### src/rtl/hred_pkg.sv
// hred_pkg: shared types, codes and character tables for the http request end detector
// no dependencies; used by hred_core and http_request_end_detector_top
`default_nettype none

package hred_pkg;

  // width of the content length value and body byte count
  localparam int LENGTH_BITS = 32;
  localparam int KEY_LEN     = 15;

  typedef logic [LENGTH_BITS-1:0] len_t;
  typedef logic [LENGTH_BITS+3:0] len_wide_t;

  localparam len_t LEN_MAX = {LENGTH_BITS{1'b1}};

  // item opcodes
  localparam logic OP_BYTE  = 1'b0;
  localparam logic OP_CLEAR = 1'b1;

  // completion kinds
  localparam logic [1:0] END_NONE   = 2'd0;
  localparam logic [1:0] END_METHOD = 2'd1;
  localparam logic [1:0] END_LENGTH = 2'd2;
  localparam logic [1:0] END_CHUNK  = 2'd3;

  // characters
  localparam logic [7:0] CH_CR   = 8'h0D;
  localparam logic [7:0] CH_LF   = 8'h0A;
  localparam logic [7:0] CH_ZERO = 8'h30;
  localparam logic [7:0] CH_NINE = 8'h39;

  // content length parser phase
  typedef enum logic [3:0] {
    LP_KEY    = 4'b0001,
    LP_SPACE  = 4'b0010,
    LP_DIGITS = 4'b0100,
    LP_FINAL  = 4'b1000
  } len_phase_t;

  typedef struct packed {
    logic       op;
    logic [7:0] data_byte;
  } req_t;

  typedef struct packed {
    logic       done_res;
    logic       header_done;
    logic [1:0] end_kind;
  } res_t;

  // "Content-Length:"
  function automatic logic [7:0] key_char(input logic [3:0] idx);
    logic [7:0] c;
    unique case (idx)
      4'd0:    c = 8'h43; // C
      4'd1:    c = 8'h6F; // o
      4'd2:    c = 8'h6E; // n
      4'd3:    c = 8'h74; // t
      4'd4:    c = 8'h65; // e
      4'd5:    c = 8'h6E; // n
      4'd6:    c = 8'h74; // t
      4'd7:    c = 8'h2D; // -
      4'd8:    c = 8'h4C; // L
      4'd9:    c = 8'h65; // e
      4'd10:   c = 8'h6E; // n
      4'd11:   c = 8'h67; // g
      4'd12:   c = 8'h74; // t
      4'd13:   c = 8'h68; // h
      4'd14:   c = 8'h3A; // :
      default: c = 8'h00;
    endcase
    return c;
  endfunction

  // "GET "
  function automatic logic [7:0] get_char(input logic [1:0] idx);
    logic [7:0] c;
    unique case (idx)
      2'd0:    c = 8'h47;
      2'd1:    c = 8'h45;
      2'd2:    c = 8'h54;
      default: c = 8'h20;
    endcase
    return c;
  endfunction

  // "DELETE "
  function automatic logic [7:0] del_char(input logic [2:0] idx);
    logic [7:0] c;
    unique case (idx)
      3'd0:    c = 8'h44;
      3'd1:    c = 8'h45;
      3'd2:    c = 8'h4C;
      3'd3:    c = 8'h45;
      3'd4:    c = 8'h54;
      3'd5:    c = 8'h45;
      3'd6:    c = 8'h20;
      default: c = 8'h00;
    endcase
    return c;
  endfunction

  // "0" CR LF
  function automatic logic [7:0] zero_crlf_char(input logic [1:0] idx);
    logic [7:0] c;
    unique case (idx)
      2'd0:    c = CH_ZERO;
      2'd1:    c = CH_CR;
      default: c = CH_LF;
    endcase
    return c;
  endfunction

  function automatic logic is_space(input logic [7:0] b);
    return (b == 8'h20) || (b == 8'h09) || (b == 8'h0A) || (b == 8'h0B) ||
           (b == 8'h0C) || (b == 8'h0D);
  endfunction

endpackage

`default_nettype wire

### src/rtl/hred_core.sv
// hred_core: request state registers and the per-byte update of all matchers and counters
// depends on hred_pkg
`default_nettype none

module hred_core (
  input  wire logic          clk,
  input  wire logic          rst,
  input  wire logic          step,
  input  wire hred_pkg::req_t item,
  output hred_pkg::res_t     result
);

  // state registers
  logic [1:0]           crlf_progress, crlf_progress_next;
  logic                 header_seen, header_seen_next;
  logic [2:0]           method_match, method_match_next;
  logic [1:0]           method_alive, method_alive_next;
  logic [3:0]           length_key_progress, length_key_progress_next;
  hred_pkg::len_phase_t length_phase, length_phase_next;
  hred_pkg::len_t       length_value, length_value_next;
  hred_pkg::len_t       body_count, body_count_next;
  logic [1:0]           zero_crlf_progress, zero_crlf_progress_next;
  logic                 chunk_end_armed, chunk_end_armed_next;
  logic                 done_flag, done_flag_next;
  logic [1:0]           done_kind, done_kind_next;

  logic [7:0]          b;
  logic                is_digit;
  logic [3:0]          digit;
  hred_pkg::len_wide_t scaled;
  logic                crlf_hit;
  logic [1:0]          crlf_after;
  logic                chunk_done;
  logic                get_ok;
  logic                del_ok;

  assign b        = item.data_byte;
  assign is_digit = (b >= hred_pkg::CH_ZERO) && (b <= hred_pkg::CH_NINE);
  assign digit    = b[3:0];

  // value * 10 + digit, wide enough to spot overflow
  assign scaled = ({4'd0, length_value} << 3) + ({4'd0, length_value} << 1) +
                  {{hred_pkg::LENGTH_BITS{1'b0}}, digit};

  // cr lf cr lf matcher step on the current progress
  always_comb begin
    logic [7:0] want;
    want       = crlf_progress[0] ? hred_pkg::CH_LF : hred_pkg::CH_CR;
    crlf_hit   = 1'b0;
    crlf_after = 2'd0;
    if (b == want) begin
      if (crlf_progress == 2'd3) begin
        crlf_hit   = 1'b1;
        crlf_after = 2'd0;
      end else begin
        crlf_after = crlf_progress + 2'd1;
      end
    end else begin
      crlf_after = (b == hred_pkg::CH_CR) ? 2'd1 : 2'd0;
    end
  end

  // next state for one transaction
  always_comb begin
    crlf_progress_next       = crlf_progress;
    header_seen_next         = header_seen;
    method_match_next        = method_match;
    method_alive_next        = method_alive;
    length_key_progress_next = length_key_progress;
    length_phase_next        = length_phase;
    length_value_next        = length_value;
    body_count_next          = body_count;
    zero_crlf_progress_next  = zero_crlf_progress;
    chunk_end_armed_next     = chunk_end_armed;
    done_flag_next           = done_flag;
    done_kind_next           = done_kind;
    chunk_done               = 1'b0;
    get_ok                   = 1'b0;
    del_ok                   = 1'b0;

    if (item.op == hred_pkg::OP_CLEAR) begin
      crlf_progress_next       = 2'd0;
      header_seen_next         = 1'b0;
      method_match_next        = 3'd0;
      method_alive_next        = 2'b11;
      length_key_progress_next = 4'd0;
      length_phase_next        = hred_pkg::LP_KEY;
      length_value_next        = '0;
      body_count_next          = '0;
      zero_crlf_progress_next  = 2'd0;
      chunk_end_armed_next     = 1'b0;
      done_flag_next           = 1'b0;
      done_kind_next           = hred_pkg::END_NONE;
    end else begin
      // method prefix
      if (method_match != 3'd7) begin
        if (!method_match[2] && (b != hred_pkg::get_char(method_match[1:0]))) begin
          method_alive_next[0] = 1'b0;
        end
        if (b != hred_pkg::del_char(method_match)) begin
          method_alive_next[1] = 1'b0;
        end
        method_match_next = method_match + 3'd1;
      end

      if (!header_seen) begin
        // content length key and value
        unique case (length_phase)
          hred_pkg::LP_KEY: begin
            if (b == hred_pkg::key_char(length_key_progress)) begin
              length_key_progress_next = length_key_progress + 4'd1;
              if (length_key_progress == 4'(hred_pkg::KEY_LEN - 1)) begin
                length_phase_next = hred_pkg::LP_SPACE;
              end
            end else begin
              length_key_progress_next = (b == hred_pkg::key_char(4'd0)) ? 4'd1 : 4'd0;
            end
          end
          hred_pkg::LP_SPACE: begin
            if (is_digit) begin
              length_value_next = {{(hred_pkg::LENGTH_BITS-4){1'b0}}, digit};
              length_phase_next = hred_pkg::LP_DIGITS;
            end else if (!hred_pkg::is_space(b)) begin
              length_phase_next = hred_pkg::LP_FINAL;
            end
          end
          hred_pkg::LP_DIGITS: begin
            if (is_digit) begin
              if (scaled[hred_pkg::LENGTH_BITS+3:hred_pkg::LENGTH_BITS] != 4'd0) begin
                length_value_next = hred_pkg::LEN_MAX;
              end else begin
                length_value_next = scaled[hred_pkg::LENGTH_BITS-1:0];
              end
            end else begin
              length_phase_next = hred_pkg::LP_FINAL;
            end
          end
          default: begin
          end
        endcase
        // blank line ends the header
        crlf_progress_next = crlf_after;
        if (crlf_hit) begin
          header_seen_next = 1'b1;
          if ((length_phase_next == hred_pkg::LP_SPACE) ||
              (length_phase_next == hred_pkg::LP_DIGITS)) begin
            length_phase_next = hred_pkg::LP_FINAL;
          end
        end
      end else begin
        // body byte count
        if (body_count != hred_pkg::LEN_MAX) begin
          body_count_next = body_count + 1'b1;
        end
        // chunk terminator
        if (!chunk_end_armed) begin
          if (b == hred_pkg::zero_crlf_char(zero_crlf_progress)) begin
            if (zero_crlf_progress == 2'd2) begin
              zero_crlf_progress_next = 2'd0;
              chunk_end_armed_next    = 1'b1;
              crlf_progress_next      = 2'd2;
            end else begin
              zero_crlf_progress_next = zero_crlf_progress + 2'd1;
            end
          end else begin
            zero_crlf_progress_next = (b == hred_pkg::CH_ZERO) ? 2'd1 : 2'd0;
          end
        end else begin
          crlf_progress_next = crlf_after;
          chunk_done         = crlf_hit;
        end
      end

      // verdict, sticky until clear
      get_ok = method_alive_next[0] && (method_match_next >= 3'd4);
      del_ok = method_alive_next[1] && (method_match_next == 3'd7);
      if (header_seen_next && !done_flag) begin
        priority if (get_ok || del_ok) begin
          done_flag_next = 1'b1;
          done_kind_next = hred_pkg::END_METHOD;
        end else if (length_phase_next != hred_pkg::LP_KEY) begin
          if (body_count_next >= length_value_next) begin
            done_flag_next = 1'b1;
            done_kind_next = hred_pkg::END_LENGTH;
          end
        end else if (chunk_done) begin
          done_flag_next = 1'b1;
          done_kind_next = hred_pkg::END_CHUNK;
        end
      end
    end
  end

  assign result.done_res    = done_flag_next;
  assign result.header_done = header_seen_next;
  assign result.end_kind    = done_kind_next;

  // state update
  always_ff @(posedge clk) begin
    if (rst) begin
      crlf_progress       <= 2'd0;
      header_seen         <= 1'b0;
      method_match        <= 3'd0;
      method_alive        <= 2'b11;
      length_key_progress <= 4'd0;
      length_phase        <= hred_pkg::LP_KEY;
      length_value        <= '0;
      body_count          <= '0;
      zero_crlf_progress  <= 2'd0;
      chunk_end_armed     <= 1'b0;
      done_flag           <= 1'b0;
      done_kind           <= hred_pkg::END_NONE;
    end else if (step) begin
      crlf_progress       <= crlf_progress_next;
      header_seen         <= header_seen_next;
      method_match        <= method_match_next;
      method_alive        <= method_alive_next;
      length_key_progress <= length_key_progress_next;
      length_phase        <= length_phase_next;
      length_value        <= length_value_next;
      body_count          <= body_count_next;
      zero_crlf_progress  <= zero_crlf_progress_next;
      chunk_end_armed     <= chunk_end_armed_next;
      done_flag           <= done_flag_next;
      done_kind           <= done_kind_next;
    end
  end

endmodule

`default_nettype wire

### src/rtl/http_request_end_detector_top.sv
// http_request_end_detector_top: input register, result register and handshake
// an accepted transaction waits in the input register; its result is then offered from the result register
// throughput: one transaction per cycle if res_ready is high; hred_core updates once per item
// the result register lets a new transaction in while a finished result waits
// reset (rst, synchronous, active high) empties both registers and clears the request state
// depends on hred_pkg and hred_core
`default_nettype none

module http_request_end_detector_top (
  input  wire logic           clk,
  input  wire logic           rst,
  input  wire logic           req_valid,
  output logic                req_ready,
  input  wire hred_pkg::req_t req,
  output logic                res_valid,
  input  wire logic           res_ready,
  output hred_pkg::res_t      res
);

  logic           in_full;
  hred_pkg::req_t in_item;
  logic           advance;
  hred_pkg::res_t core_result;

  // the held transaction moves on when the result register is free or being emptied
  assign advance   = in_full && (!res_valid || res_ready);
  assign req_ready = !in_full || advance;

  // input register
  always_ff @(posedge clk) begin
    if (rst) begin
      in_full <= 1'b0;
    end else if (req_ready) begin
      in_full <= req_valid;
    end
  end

  always_ff @(posedge clk) begin
    if (req_valid && req_ready) begin
      in_item <= req;
    end
  end

  hred_core u_core (
    .clk    (clk),
    .rst    (rst),
    .step   (advance),
    .item   (in_item),
    .result (core_result)
  );

  // result register
  always_ff @(posedge clk) begin
    if (rst) begin
      res_valid <= 1'b0;
    end else if (advance) begin
      res_valid <= 1'b1;
    end else if (res_ready) begin
      res_valid <= 1'b0;
    end
  end

  always_ff @(posedge clk) begin
    if (advance) begin
      res <= core_result;
    end
  end

endmodule

`default_nettype wire
### config.mk
export PLATFORM = sky130hd
export DESIGN_NAME = http_request_end_detector_top
export DESIGN_NICKNAME = d
export VERILOG_FILES = /design/src/rtl/hred_pkg.sv /design/src/rtl/hred_core.sv /design/src/rtl/http_request_end_detector_top.sv
export SDC_FILE = /design/constraint.sdc
export NUM_CORES = 1
export LEC_CHECK = 0
export ABC_AREA = 1
export BUFFER_PORTS_ARGS = -buffer_cell sky130_fd_sc_hd__buf_2
export CAP_MARGIN = 25
export CORE_ASPECT_RATIO = 0.7
export CORE_UTILIZATION = 55
export CTS_CLUSTER_DIAMETER = 150
export DETAILED_ROUTE_END_ITERATION = 8
export PLACE_DENSITY = 0.71
export SKIP_CTS_REPAIR_TIMING = 1
export SYNTH_ARGS = -nofsm -noshare
export SYNTH_HDL_FRONTEND = slang
export SYNTH_SLANG_ARGS = --single-unit
export TNS_END_PERCENT = 100
### constraint.sdc
create_clock -name clk -period 4.85 [get_ports clk]
set_input_delay 0.7275 -clock clk [delete_from_list [all_inputs] [get_ports clk]]
set_output_delay 0.7275 -clock clk [all_outputs]
set_load 0.02 [all_outputs]
Yosys cells after proc, flatten, opt, wreduce, memory -nomap -nowiden
Memory sizes are Yosys's and may differ from the RTL's. A register that Yosys moved wholly into a read port is not among the register bits.
Index checks and enable logic that the tools add are counted.
W data, S select, Z words.
{"block": "word_totals", "n_memories": 1, "out_inout_bits": 6, "input_bits": 13, "ff_bits": 101, "wordCells": 196, "mem_bits_ro": 112}
{"block": "classes", "n_eq_ne": 38, "reduce_logical": 32, "n_addsub": 7, "n_lt_le_gt_ge": 4, "n_mux": 95}
{"memory": "(name not given)", "words": 16, "word_bits": 7, "read_ports": 1, "rd_ports_with_merged_regs": 1, "wr": 0, "line": "hred_pkg.sv:54", "source": "unique case (idx)"}
{"cell": "$mux W32", "count": 10}
{"cell": "$mux W8", "count": 10}
{"cell": "$mux W4", "count": 18}
{"cell": "$pmux W32 S2", "count": 1}
{"cell": "$mux W2", "count": 21}
{"cell": "$eq A8 B4 Y1 const B", "count": 5}
{"cell": "$add A35 B33 Y36", "count": 1}
{"cell": "$add A36 B4 Y36", "count": 1}
{"cell": "$pmux W7 S5", "count": 1}
{"cell": "$add A32 B1 Y32 const B", "count": 1}
{"cell": "$ge A32 B32 Y1", "count": 1}
{"cell": "$ne A32 B32 Y1 const B", "count": 1}
{"cell": "$mux W1", "count": 27}
{"cell": "$eq A8 B8 Y1", "count": 3}
{"cell": "$pmux W7 S3", "count": 1}
{"cell": "$eq A8 B6 Y1 const B", "count": 2}
{"cell": "$ne A8 B8 Y1", "count": 2}
{"cell": "$eq A3 B3 Y1 const B", "count": 4}
{"cell": "$mux W3", "count": 4}
{"cell": "$pmux W4 S3", "count": 1}
{"cell": "$pmux W6 S2", "count": 1}
{"cell": "$logic_or A1 B1 Y1", "count": 9}
{"cell": "$reduce_and A3 Y1", "count": 3}
{"cell": "$eq A4 B2 Y1 const B", "count": 2}
{"cell": "26 further kinds", "count": 46}

Longest topological paths before layout
{"block": "depth", "word_depth": 22, "mapped_depth": 35, "mapped_depth_nobuf": 34}

Cells and area by module
From an unflattened synthesis, not the netlist that was laid out.
{"block": "hier_totals", "cells_unflattened": 1527, "hier_area_um2": 9925.8}
{"module": "hred_core", "cells_per_inst": 1502, "area_each_um2": 9444.1, "instances": 1}
{"module": "http_request_end_detector_top", "cells_per_inst": 25, "area_each_um2": 481.7, "instances": 1}

Worst setup path after synthesis
Ideal clock, no wire load.
{"block": "synth_timing", "kind": "register -> register", "from": "reg in_item[3] (netlist bit)", "to": "reg res[0] (netlist bit) (data pin)", "t_arrival_ps": 4180, "stages_incl_launch_ff": 34, "path_slack_ps": 418, "setup_time_ps": 252, "synth_period_minus_slack_ps": 4432, "cell_sequence": "edfxtp_1 clkbuf_2 inv_1 fa_1 fa_1 inv_1 nand2_2 a21oi_4 a21oi_2 o21ai_2 nand3_2 nand2_2 xor2_2 nor2_4 nand2_4 inv_4 buf_6 nand2_1 nand2_1 nand2_1 inv_1 ha_1 nand2_1 inv_1 nand3_1 nor3_1 and3_1 nand4_1 nand3_1 nand3_1 nand2_1 nand2_1 nand2_1 inv_1"}
{"item": "start: declaration", "line": "http_request_end_detector_top.sv:21", "source": "hred_pkg::req_t in_item;"}
{"item": "start signal: assignment", "line": "http_request_end_detector_top.sv:40", "source": "in_item <= req;"}
{"item": "end signal: assignment", "line": "http_request_end_detector_top.sv:65", "source": "res <= core_result;"}
{"item": "end: declaration", "line": "http_request_end_detector_top.sv:17", "source": "output hred_pkg::res_t res"}

==> run_summary.xml <==
<?xml version="1.0" encoding="UTF-8"?>
<metrics>
  <group name="drt">
    <metric name="drcViolationCount" unit="">0</metric>
    <metric name="routed_via_density" unit="">5.47</metric>
    <metric name="final_antenna_net_count" unit="">0</metric>
    <metric name="drt_first_iter_violations" unit="">871</metric>
    <metric name="wl_cell" unit="um">15.0</metric>
    <metric name="wirelength" unit="um">26700</metric>
    <metric name="dr.pass1.iters" unit="">5</metric>
    <metric name="num_vias" unit="">9739</metric>
  </group>
  <group name="yosys">
    <metric name="synth_cell_types" unit="">54</metric>
    <metric name="yosys_warnings" unit="">0</metric>
    <metric name="yosysTopAreaCell" unit="">dfxtp_1</metric>
    <metric name="synth_seq_cells" unit="">108</metric>
    <metric name="synthCells" unit="">1533</metric>
    <metric name="syn_avg_cell_area" unit="um^2">6.38</metric>
    <metric name="syn-cell-area" unit="um^2">9780</metric>
    <metric name="number_of_enable_type_register_cells_in_the_synthesized_netlist" unit="">13</metric>
    <metric name="async_reset_ff_share" unit="%">0</metric>
    <metric name="seq_area_frac_synth" unit="%">23.4</metric>
    <metric name="post-synth-top-area-fraction" unit="%">19.4</metric>
    <metric name="syn-num-nets" unit="">1656</metric>
    <metric name="synthFlopType" unit="">dfxtp_1</metric>
    <metric name="netlist_top_cells_area" unit="">dfxtp_1, nand2_1, ha_1</metric>
  </group>
  <group name="cts">
    <metric name="tritoncts.num_buffers" unit="">9</metric>
    <metric name="clock_path_buffers" unit="">2</metric>
    <metric name="cts_root_buf" unit="">clkbuf_16</metric>
    <metric name="clock_sinks" unit="">108</metric>
    <metric name="cts_tree" unit="">yes</metric>
    <metric name="cts_htree_levels" unit="">3</metric>
    <metric name="clkLatencyLatePin" unit="ns">0.37</metric>
    <metric name="worst_setup_hold_path_clk_slew" unit="ns">0.08</metric>
  </group>
  <group name="worst_setup_path">
    <metric name="timing.critical_path.fanout_max" unit="">10</metric>
    <metric name="timing.reg2reg.worst_path_depth" unit="">31</metric>
    <metric name="cp_slowest_stage_delay" unit="ns">0.46</metric>
    <metric name="worstSetupPathType" unit="">flip-flop to flip-flop</metric>
    <metric name="r2r_start" unit="">in_item[3]</metric>
    <metric name="worstReg2RegEnd" unit="">res[0]</metric>
    <metric name="setup.worst_path.start_class" unit="">flip-flop</metric>
    <metric name="setup.worst_path.end_class" unit="">flip-flop</metric>
    <metric name="timing.critical_path.from" unit="">in_item[3]</metric>
    <metric name="last_element_of_the_critical_path" unit="">res[0]</metric>
    <metric name="worst_path_arrival_time" unit="ns">4.71</metric>
    <metric name="r2r_setup_slack" unit="ns">0.28</metric>
    <metric name="critPathMostFrequentCell" unit="">nand2_1</metric>
    <metric name="critical-path-slowest-cell" unit="">fa_2</metric>
    <metric name="worst_ep_required_time" unit="ns">4.99</metric>
  </group>
  <group name="grt">
    <metric name="first_global_vias" unit="">8709</metric>
    <metric name="initial_antenna_violation_count" unit="">0</metric>
    <metric name="grt_use_met1" unit="%">48.9</metric>
    <metric name="grt_first_pass_wirelength" unit="um">44100</metric>
    <metric name="grt_overflow" unit="">0</metric>
    <metric name="grtUsageMet2" unit="%">39.5</metric>
    <metric name="grt_most_used_layer" unit="">met1</metric>
    <metric name="grtUsageTotal" unit="%">30.0</metric>
    <metric name="grt_start_max_net_pins" unit="">79</metric>
    <metric name="globalRouteMet3Util" unit="%">7.09</metric>
  </group>
  <group name="sta">
    <metric name="slew-limit-headroom" unit="%">36.7</metric>
    <metric name="clock_skew" unit="ns">0.0108</metric>
    <metric name="worst_pin_slew" unit="ns">0.949</metric>
    <metric name="max_freq" unit="GHz">0.219</metric>
    <metric name="post_layout_minimum_cycle_time" unit="ns">4.57</metric>
    <metric name="report.final.hold_viol_count" unit="">0</metric>
    <metric name="final_max_slew_viol_count" unit="">0</metric>
    <metric name="finalSetupTns" unit="ns">0</metric>
    <metric name="post-route-period-util" unit="%">94.3</metric>
    <metric name="report.final.setup_viol" unit="">0</metric>
  </group>
  <group name="outcome">
    <metric name="outcome" unit="">complete, no violations</metric>
  </group>
  <group name="floorplan">
    <metric name="design.portCount" unit="">19</metric>
    <metric name="coreArea" unit="um^2">17300</metric>
    <metric name="fp.dieArea" unit="um^2">18300</metric>
    <metric name="chipHeight" unit="um">114</metric>
    <metric name="fp-row-count" unit="">40</metric>
    <metric name="die-width" unit="um">161</metric>
    <metric name="initial_utilization" unit="%">56.6</metric>
  </group>
  <group name="finish">
    <metric name="antennaDiodeCount" unit="">0</metric>
    <metric name="multi_input_area" unit="um^2">6640</metric>
    <metric name="share_of_final_layout_standard_cells_stronger_than_drive_strength_1" unit="%">7.42</metric>
    <metric name="fillers" unit="">1681</metric>
    <metric name="utilization_of_the_core_after_routing" unit="%">61.5</metric>
    <metric name="flow.area_growth_from_synthesis" unit="%">8.51</metric>
    <metric name="area.sequential" unit="um^2">2290</metric>
    <metric name="finalNetCount" unit="">1667</metric>
    <metric name="final_area" unit="um^2">10600</metric>
  </group>
  <group name="power_and_ir_drop">
    <metric name="cellPowerDensity" unit="nW/um^2">175</metric>
    <metric name="power.leakage" unit="nW">5.07</metric>
    <metric name="ir_worst_vdd" unit="V">0.000184</metric>
    <metric name="power" unit="mW">1.86</metric>
  </group>
  <group name="place">
    <metric name="hpwl" unit="um">20400</metric>
    <metric name="buffer_ports.inserted" unit="">18</metric>
    <metric name="placement.cell_area" unit="um^2">10100</metric>
    <metric name="place.gp.congestion" unit="">0.943</metric>
  </group>
  <group name="hold_path">
    <metric name="hold_path_class" unit="">flip-flop to flip-flop</metric>
  </group>
  <group name="job">
    <metric name="drv_cap" unit="">0</metric>
  </group>
</metrics>
[area by class of cell]
cell class | instances | share of cell area, %
clock buffers | 10 | 2.36
multi-input cells | 1174 | 62.6
inverters | 206 | 7.31
repair buffers | 45 | 2.79
well taps | 231 | 2.72
flip-flops and latches | 108 | 21.6
clock inverters | 6 | 0.601
[metrics by stage]
stage	hold slack [ns]	setup slack [ns]	cells
global placement	0.454	0.110	1752
global route	0.513	-0.0711	1780
floorplan	0.439	0.418	1533
CTS	0.473	0.0351	1768
detailed placement	0.461	0.0598	1752
finish	0.475	0.278	1780
[synth_stat cells (5+ instances only)]
master and count:
a21o_1 8, a21oi_1 146, a31oi_1 6, buf_2 13
clkbuf_1 25, dfxtp_1 95, edfxtp_1 13, ha_1 108
inv_1 199, nand2_1 461, nand3_1 64, nand4_1 15
nor2_1 124, nor3_1 19, nor4_1 10, o211ai_1 8
o21a_1 5, o21ai_0 70, o21ai_1 8, o21bai_1 6
xnor2_1 24, xor2_1 44
[state kept, by name (all words and copies together), names as in the netlist, named ones only]
register,flops
u_core.method_match,3
in_full,1
res_valid,1
u_core.body_count,32
u_core.header_seen,1
u_core.length_phase,4
u_core.length_key_progress,4
u_core.crlf_progress,2
res,4
u_core.method_alive,2
u_core.done_flag,1
u_core.done_kind,2
u_core.zero_crlf_progress,2
in_item,9
u_core.chunk_end_armed,1
u_core.length_value,32
[routing by layer]
layer  wire (um)  up-vias
met5           0        -
met4         147        0
met3        2420       14
met2        9900      338
met1       14300     4401
li1            -     4986
[where the power goes]
part | leakage [nW] | internal (mW) | switching (mW)
clock | 0.154 | 0.393 | 0.390
sequential | 0.894 | 0.921 | 0.0169
combinational | 4.02 | 0.0399 | 0.0973
total | 5.07 | 1.35 | 0.504
[kinds of logic (layout without fill, tap and decap cells)]
family | count (synthesis) | in the layout | share of synthesized area [%]
adders and majority gates | 110 | 110 | 14.2
xor gates and xnor gates | 69 | 69 | 6.26
buffers and inverters | 251 | 267 | 10.0
DFF | 108 | 108 | 23.4
and+or+nand+nor | 715 | 715 | 30.1
AOI/OAI and AO/OA | 280 | 280 | 15.9
[worst min path at each step]
stage               cells past startpoint                     from  slack (ns)                       to
floorplan                               2   u_core.method_alive[0]        0.44   u_core.method_alive[0]
global placement                        2     u_core.body_count[2]        0.45     u_core.body_count[2]
detailed placement                      2     u_core.body_count[2]        0.46     u_core.body_count[2]
CTS                                     2     u_core.body_count[2]        0.47     u_core.body_count[2]
global route                            2  u_core.crlf_progress[1]        0.51  u_core.crlf_progress[1]
finish                                  2     u_core.body_count[2]        0.48     u_core.body_count[2]
[worst max-delay path, delay by kind of cell (launching register included)]
kind	cells	cell delay (ns)
AOI/OAI and AO/OA	3	0.53
adders and majority gates	3	1.13
and+or+nand+nor	18	1.68
xor gates and xnor gates	1	0.18
buffers and inverters	6	0.39
DFF	1	0.41
[cells in the final DEF (no fill, tap or decap), types with 6 or more instances in the layout]
master,instances
nand2_1,457
inv_1,197
a21oi_1,143
nor2_1,121
ha_1,106
dfxtp_1,94
o21ai_0,70
nand3_1,60
xor2_1,44
buf_4,26
xnor2_1,24
nor3_1,18
buf_2,18
nand4_1,15
edfxtp_1,13
nor4_1,10
clkbuf_16,10
o21ai_1,8
o211ai_1,8
a21o_1,8
nand2_2,7
inv_2,6
a31oi_1,6
nand3_2,6
o21bai_1,6
Power figures use the tool's default switching activity.
